$ cat src/hdl/dpdd_pkg.sv
// ----------------------------------------------------------------------------
// dpdd_pkg
// Shared constants and types for the dual PID differential drive unit.
// ----------------------------------------------------------------------------
package dpdd_pkg;

    localparam int POS_WIDTH_DEF  = 24;
    localparam int GAIN_FRAC_DEF  = 8;
    localparam int GAIN_W         = 16;
    localparam int SUM_W          = 32;
    localparam int DRIVE_W        = 13;
    localparam int DRIVE_LIMIT    = 3072;
    localparam int LAT_TGT_RESET  = 200;
    localparam int CFG_IDX_W      = 3;
    localparam int PIPE_STAGES    = 5;

    localparam logic signed [SUM_W-1:0] SUM_HI = {1'b0, {(SUM_W-1){1'b1}}};
    localparam logic signed [SUM_W-1:0] SUM_LO = {1'b1, {(SUM_W-1){1'b0}}};

    typedef enum logic [CFG_IDX_W-1:0] {
        REG_LAT_KP  = 3'd0,
        REG_LAT_KI  = 3'd1,
        REG_LAT_KD  = 3'd2,
        REG_TURN_KP = 3'd3,
        REG_TURN_KI = 3'd4,
        REG_TURN_KD = 3'd5,
        REG_LAT_TGT = 3'd6,
        REG_TURN_TGT = 3'd7
    } t_cfg_reg;

    // pipeline stage positions in the valid vector
    typedef enum int {
        STG_IN  = 0,
        STG_ERR = 1,
        STG_MUL = 2,
        STG_POW = 3,
        STG_OUT = 4
    } t_stage;

endpackage

$ cat src/hdl/dpdd_error.sv
// ----------------------------------------------------------------------------
// dpdd_error
// Error stage: lateral and turn errors, derivatives and saturating sums.
// Holds the controller state (last errors and error sums).
// ----------------------------------------------------------------------------
module dpdd_error
    import dpdd_pkg::*;
#(
    parameter int POSITION_WIDTH = POS_WIDTH_DEF
) (
    input  logic                              i_clk,
    input  logic                              i_rst_n,
    input  logic                              i_load,
    input  logic signed [POSITION_WIDTH-1:0]  i_left_pos,
    input  logic signed [POSITION_WIDTH-1:0]  i_right_pos,
    input  logic signed [POSITION_WIDTH-1:0]  i_lat_target,
    input  logic signed [POSITION_WIDTH-1:0]  i_turn_target,
    output logic signed [POSITION_WIDTH:0]    o_lat_err,
    output logic signed [POSITION_WIDTH+1:0]  o_lat_der,
    output logic signed [SUM_W-1:0]           o_lat_sum,
    output logic signed [POSITION_WIDTH+1:0]  o_turn_err,
    output logic signed [POSITION_WIDTH+2:0]  o_turn_der,
    output logic signed [SUM_W-1:0]           o_turn_sum
);

    localparam int P       = POSITION_WIDTH;
    localparam int LERR_W  = P + 1;
    localparam int LDER_W  = P + 2;
    localparam int TERR_W  = P + 2;
    localparam int TDER_W  = P + 3;
    localparam int SACC_W  = ((SUM_W > TERR_W) ? SUM_W : TERR_W) + 1;

    logic signed [LERR_W-1:0] r_last_lerr, n_last_lerr;
    logic signed [TERR_W-1:0] r_last_terr, n_last_terr;
    logic signed [SUM_W-1:0]  r_lat_sum,   n_lat_sum;
    logic signed [SUM_W-1:0]  r_turn_sum,  n_turn_sum;
    logic signed [LDER_W-1:0] r_lat_der,   n_lat_der;
    logic signed [TDER_W-1:0] r_turn_der,  n_turn_der;

    logic signed [P:0]        pos_sum;
    logic signed [P+1:0]      pos_adj;
    logic signed [P:0]        pos_diff;
    logic signed [SACC_W-1:0] lat_acc;
    logic signed [SACC_W-1:0] turn_acc;

    function automatic logic signed [SUM_W-1:0] sat_sum(input logic signed [SACC_W-1:0] v);
        logic signed [SUM_W-1:0] res;
        if (v > SACC_W'(SUM_HI)) begin
            res = SUM_HI;
        end else if (v < SACC_W'(SUM_LO)) begin
            res = SUM_LO;
        end else begin
            res = v[SUM_W-1:0];
        end
        return res;
    endfunction

    always_comb begin
        // average truncated toward zero: bias negative sums up by one
        pos_sum  = (P+1)'(i_left_pos) + (P+1)'(i_right_pos);
        pos_adj  = (P+2)'(pos_sum) + $signed({{(P+1){1'b0}}, pos_sum[P]});
        n_last_lerr = pos_adj[P+1:1] - LERR_W'(i_lat_target);

        pos_diff    = (P+1)'(i_left_pos) - (P+1)'(i_right_pos);
        n_last_terr = TERR_W'(pos_diff) - TERR_W'(i_turn_target);

        n_lat_der  = LDER_W'(n_last_lerr) - LDER_W'(r_last_lerr);
        n_turn_der = TDER_W'(n_last_terr) - TDER_W'(r_last_terr);

        lat_acc    = SACC_W'(r_lat_sum) + SACC_W'(n_last_lerr);
        turn_acc   = SACC_W'(r_turn_sum) + SACC_W'(n_last_terr);
        n_lat_sum  = sat_sum(lat_acc);
        n_turn_sum = sat_sum(turn_acc);
    end

    always_ff @(posedge i_clk) begin
        if (!i_rst_n) begin
            r_last_lerr <= '0;
            r_last_terr <= '0;
            r_lat_sum   <= '0;
            r_turn_sum  <= '0;
        end else if (i_load) begin
            r_last_lerr <= n_last_lerr;
            r_last_terr <= n_last_terr;
            r_lat_sum   <= n_lat_sum;
            r_turn_sum  <= n_turn_sum;
        end
    end

    always_ff @(posedge i_clk) begin
        if (i_load) begin
            r_lat_der  <= n_lat_der;
            r_turn_der <= n_turn_der;
        end
    end

    // the state registers double as this stage's payload
    assign o_lat_err  = r_last_lerr;
    assign o_lat_der  = r_lat_der;
    assign o_lat_sum  = r_lat_sum;
    assign o_turn_err = r_last_terr;
    assign o_turn_der = r_turn_der;
    assign o_turn_sum = r_turn_sum;

endmodule

$ cat config.mk
export PLATFORM = sky130hd
export DESIGN_NAME = dpdd_error
export DESIGN_NICKNAME = d
export VERILOG_FILES = /design/src/hdl/dpdd_pkg.sv /design/src/hdl/dpdd_error.sv
export SDC_FILE = /design/constraint.sdc
export NUM_CORES = 1
export LEC_CHECK = 0
export BUFFER_PORTS_ARGS = -buffer_cell sky130_fd_sc_hd__buf_2
export CAP_MARGIN = 15
export CORE_UTILIZATION = 59
export DETAILED_ROUTE_END_ITERATION = 10
export GPL_TIMING_DRIVEN = 0
export PLACE_DENSITY = 0.87
export SLEW_MARGIN = 0
export SYNTH_ARGS = -nofsm -noshare
export SYNTH_HDL_FRONTEND = slang
export SYNTH_SLANG_ARGS = --single-unit
$ cat constraint.sdc
create_clock -name i_clk -period 8.9 [get_ports i_clk]
set_clock_uncertainty 0.2 [all_clocks]
set_input_delay 0 -clock i_clk [delete_from_list [all_inputs] [get_ports i_clk]]
set_output_delay 0 -clock i_clk [all_outputs]
set_load 0.1 [all_outputs]
==> flow_metrics.tcl, run 1 <==
set metrics [dict create \
    synth_ff_type "dfxtp_1" \
    wl_um 48700 \
    portBuffers 266 \
    finalSetupViolCount 0 \
    final_nets 2549 \
    routed-via-count 15800 \
    max_slew.worst_pin.slew_ps 1150 \
    die_x_um 168 \
    arrival_ps 8590 \
    ant_nets 0 \
    io_pins 267 \
    utilization_pct 69.5 \
    critical_path.max_stage_delay_ps 510 \
    fmax_ghz 0.118 \
    hold_class "in2reg" \
    period_needed_ps 8490 \
    finalHoldViolations 0 \
    cpMostUsedCell "a21o_1" \
    most-common-layout-cells "buf_2 (276), inv_1 (202), ha_1 (190), a21oi_1 (188), nor2_1 (139)" \
    maxSlewHeadroom_pct 23.4 \
    cts_tree "done" \
    grt_usage_pct 33.7 \
    drc_errors 0 \
    core.rowCount 60 \
    syn_area_um2 16300 \
    cts_sinks 168 \
    cts_setup_buffers 0 \
    drt_first_pass_iters 6 \
    dieArea_um2 28300 \
    synth-seq-cells 168 \
    vias_per_cell 6.09 \
    path_class "in2reg" \
    worst_skew_pair.late_latency_ps 440 \
    worstSetupStartpointType "input pin" \
    final_common_cell "buf_2" \
    syn_nets 2258 \
    synth_cells 1939 \
    cts_made_buffers 17 \
    clkTransAtPathRegs_ps 70 \
    drt-wirelength-per-cell_um 18.8 \
    grt_pass1_wl_um 76000 \
    synth_warnings 0 \
    multiInputGateArea_um2 11400 \
    finalWeightedCongestion 0.945 \
    period_share_pct 95.4 \
    fillers 2228 \
    avgSynthCellArea_um2 8.41 \
    antenna_found_initial 2 \
    hpwl_um 38700 \
    grt_start_max_net_pins 30 \
    drive_above_1_share_pct 15.7 \
    crit_fanout 10 \
    die_h_um 168 \
    area_growth_pct 15.2 \
    yosysUniqueCellTypes 89 \
    start_util_pct 60.3 \
    synthArstFlopShare_pct 0 \
    slew_violations 0 \
    cap_violations 0 \
    regArea_um2 3890 \
    timing.setup.tns_ps 0 \
    crit_slowest_cell "xnor3_2" \
    cp-end-kind "flop" \
    synth-edff-count 53 \
    clock_path_buffers 2 \
    cts-root-buf "clkbuf_16" \
    rr_worst_depth 15 \
    cp.required_ps 9000 \
    rsz0062_at_grt "false" \
    core_um2 27000 \
    seq_area_frac_synth_pct 23.9 \
    hold_path_depth 6 \
    overflow 0 \
    outcome "completed" \
    cts_max_level 4 \
    drtIter0Drc 1209 \
    first_global_vias 14900 \
]
-- cell usage after synthesis, drive strengths merged (6+ instances only) --
master | number | area, µm²
inv | 203 | 762
ha | 190 | 2380
a21oi | 189 | 950
nor2 | 139 | 522
o21ai | 121 | 613
xnor2 | 118 | 1030
dfxtp | 115 | 2300
nand2 | 86 | 323
a21o | 70 | 526
xor2 | 62 | 543
edfxtp | 53 | 1590
clkbuf | 46 | 173
maj3 | 45 | 450
mux2i | 44 | 440
nand3 | 37 | 198
nor3 | 36 | 196
fa | 30 | 601
o21a | 28 | 210
o21bai | 26 | 195
nor2b | 24 | 158
a211oi | 23 | 185
and3 | 23 | 144
a31oi | 19 | 119
nand4 | 19 | 125
nand2b | 16 | 100
o22ai | 16 | 106
buf | 15 | 73.8
o31ai | 13 | 116
or2 | 11 | 68.8
and2 | 9 | 56.3
or3 | 9 | 61.3
o41ai | 7 | 76.3
a2111oi | 6 | 58.8
a41oi | 6 | 60.1
nor4 | 6 | 37.5
o2111ai | 6 | 52.6
o311ai | 6 | 52.6
-- critical path, delay by kind of cell --
| kind | cells | cell delay [ps] |
|---|---|---|
| buffers and inverters | 4 | 600 |
| AND/OR/NAND/NOR | 3 | 520 |
| XOR/XNOR | 3 | 1020 |
| adder cells (fa/ha/maj) | 6 | 1720 |
| AO/OA/AOI/OAI | 20 | 4710 |
-- cells by family (layout without fill, tap and decap cells) --
| logic type | Yosys count | in the layout | synth area share (%) |
|---|---|---|---|
| AOI/OAI and AO/OA | 589 | 589 | 23.5 |
| xor gates and xnor gates | 181 | 181 | 9.82 |
| adders and majority gates | 265 | 265 | 21.0 |
| buffers and inverters | 264 | 567 | 6.19 |
| DFF | 168 | 168 | 23.9 |
| muxes | 44 | 44 | 2.70 |
| other | 0 | 2 | 0 |
| and+or+nand+nor | 428 | 428 | 12.8 |
-- layout make-up --
class	count	share of cell area (%)
buffer	61	1.34
antenna	2	0.0267
multi-input combinational	1507	60.8
tap	341	2.27
clock inverter	12	0.946
timing repair buffer	272	7.46
clock buffer	19	2.31
sequential	168	20.7
inverter	203	4.06
-- metrics by stage --
stage	instance area, µm²	std cells	worst slack (ps)	hold slack (ps)
global placement	18100	2546	-1.40	185
CTS	18700	2583	230	15.3
finish	18800	2585	409	29.8
detailed placement	18100	2547	-165	203
global route	18800	2583	44.2	72.0
floorplan	16300	1939	1460	-87.5
-- flip-flops by register name, summed over array words and instances (netlist names) --
name        cells
o_lat_sum      32
o_turn_err     26
o_lat_err      25
o_turn_sum     32
o_lat_der      26
o_turn_der     27
-- final timing paths --
kind / from / to / slack [ps]
worst max-delay path: i_left_pos[0] / o_lat_sum[1] / 410
worst max register to register: o_turn_sum[0] / o_turn_sum[4] / 4510
worst min register to register: o_lat_err[2] / o_lat_err[2] / 300
worst min-delay path: i_lat_target[2] / o_lat_err[2] / 30
-- routing by layer --
metal / track usage [%] / up-vias / share of wire, %
li1: - / 7533 / -
met1: 44.7 / 7406 / 43
met2: 55.1 / 688 / 46
met3: 4.51 / 123 / 7.2
met4: 14.2 / 2 / 3.9
met5: 0 / - / 0.027
-- repair_timing --
item / in CTS / in global routing
resized for setup: 0 / 9
endpoints found under the setup margin: 0 / 32
hold buffers: 5 / 0
hold endpoints to repair: 34 / 0
Power of run 1 is not shown: default switching activity piles up to over one toggle a cycle in this logic, so the estimate is an artifact.
==> run 2, diff against run 1 <==
--- a/config.mk
+++ b/config.mk
@@ -7,10 +7,10 @@
 export LEC_CHECK = 0
 export BUFFER_PORTS_ARGS = -buffer_cell sky130_fd_sc_hd__buf_2
 export CAP_MARGIN = 15
-export CORE_UTILIZATION = 59
+export CORE_UTILIZATION = 53
 export DETAILED_ROUTE_END_ITERATION = 10
 export GPL_TIMING_DRIVEN = 0
-export PLACE_DENSITY = 0.87
+export PLACE_DENSITY = 0.83
 export SLEW_MARGIN = 0
 export SYNTH_ARGS = -nofsm -noshare
 export SYNTH_HDL_FRONTEND = slang
==> constraint.sdc (replaced) <==
create_clock -name i_clk -period 7.4 [get_ports i_clk]
set_clock_uncertainty 0.2 [all_clocks]
set_input_delay 0 -clock i_clk [delete_from_list [all_inputs] [get_ports i_clk]]
set_output_delay 0 -clock i_clk [all_outputs]
set_load 0.1 [all_outputs]
==> run 2 against run 1 <==
  * Cell area grew 5.5%
  * Final cell count grew 3.4%
  * Core utilization shrank 3.4 points
  * Critical path depth grew 2
  * Worst setup slack lost 400 ps
  * Register-to-register slack lost 1500 ps
  * Largest cell class unchanged
  * Global-route usage shrank 2.2 points
  * Via count grew 1.8%
  * Flip-flop and latch count is the same
  * Routed wire length grew 5.1%
  * Worst hold slack gained 58 ps
  * Die area grew 11%
==> flow_metrics.tcl, run 2 (synthesized netlist as in run 1, its figures left out) <==
set metrics [dict create \
    wl_um 51200 \
    arrival_ps 7560 \
    first_global_vias 15000 \
    cts-root-buf "clkbuf_16" \
    cts_sinks 168 \
    core_um2 30000 \
    routed-via-count 16000 \
    antenna_cells 0 \
    io_pins 267 \
    final_cells 2674 \
    grt_start_max_net_pins 30 \
    grt_usage_pct 31.5 \
    finalWeightedCongestion 0.983 \
    crit_slowest_cell "o311a_4" \
    fmax_ghz 0.135 \
    die_h_um 177 \
    path_class "in2reg" \
    maxSlewHeadroom_pct 38.4 \
    drt-wirelength-per-cell_um 19.2 \
    overflow 0 \
    rsz0062_at_grt "true" \
    clock_path_buffers 2 \
    die_x_um 177 \
    dieArea_um2 31500 \
    drtIter0Drc 1117 \
    portBuffers 266 \
    cp-end-kind "flop" \
    timing.setup.tns_ps 0 \
    period_needed_ps 7390 \
    worst_skew_pair.late_latency_ps 450 \
    utilization_pct 66.1 \
    finalSetupViolCount 0 \
    drc_errors 0 \
    outcome "completed" \
    hpwl_um 40600 \
    area_growth_pct 21.5 \
    critical_path.max_stage_delay_ps 390 \
    cts_tree "done" \
    hold_class "in2reg" \
    slew_violations 0 \
    cp_top_family "compound AO/OA/AOI/OAI gates" \
    core.rowCount 63 \
    dp.cells 2596 \
    ant_nets 0 \
    grt_pass1_wl_um 77600 \
    cts_made_buffers 17 \
    period_share_pct 99.9 \
    vias_per_cell 5.99 \
    final_nets 2590 \
    antenna_found_initial 2 \
    cts_max_level 4 \
    start_util_pct 54.4 \
    most-common-layout-cells "buf_2 (270), inv_1 (199), ha_1 (175), a21oi_1 (158), nor2_1 (137)" \
    crit_fanout 5 \
    worstSetupStartpointType "input pin" \
    final_common_cell "buf_2" \
    drive_above_1_share_pct 22.4 \
    drt_first_pass_iters 7 \
    cp_num_buf_inv 6 \
    cap_violations 0 \
    dpl_worst_slack_ps -1460 \
    max_slew.worst_pin.slew_ps 924 \
    cp.required_ps 7570 \
    clkTransAtPathRegs_ps 70 \
    finalHoldViolations 0 \
    regToRegSetupSlack_ps 3000 \
    setup_slack_ps 9.86 \
]
## run 2: layer usage
metal	GRT usage [%]	part of all wire [%]
met5	0	0.051
met4	14.4	4.6
met3	4.93	7.2
met2	51.8	46
met1	40.4	42
## run 2: worst paths after layout
path / depth (start not counted) / to / from
worst max-delay path: 38 / o_lat_sum[3] / i_right_pos[0]
worst min-delay path: 4 / o_turn_err[0] / i_left_pos[1]
worst max register to register: 15 / o_turn_sum[17] / o_turn_sum[0]
worst min register to register: 2 / o_turn_sum[30] / o_turn_sum[30]
## run 2: stage by stage
stage / cell area [µm²] / hold slack (ps)
after global routing: 19800 / 102
after global placement: 18100 / 273
after detailed placement: 18100 / 278
final: 19800 / 87.6
after CTS: 19200 / 56.0
after floorplan: 16300 / -87.5
## run 2: final cells by class
cell class	count	area [µm²]
buffer	58	288
clock buffer	21	460
clock inverter	11	114
fill	2458	10200
inverter	203	766
multi-input combinational	1507	12000
sequential	168	3890
tap	390	488
timing repair buffer	316	1790
## run 2: repair_timing
item | CTS | global route
pin swaps | 25 | 71
gates resized for setup | 47 | 125
hold endpoints to repair | 34 | 0
hold buffers | 6 | 0
cloned | 2 | 1
setup endpoints to repair | 32 | 32
buffers inserted | 20 | 20
## run 2: worst register-to-register path: cells and delay by family, from the launching register on
kind	cells	cell delay, ps
simple gates	2	310
buf+inv	2	560
fa+ha+maj	2	620
compound gates	9	2230
flops	1	410
Power of run 2 is left out for the same reason.
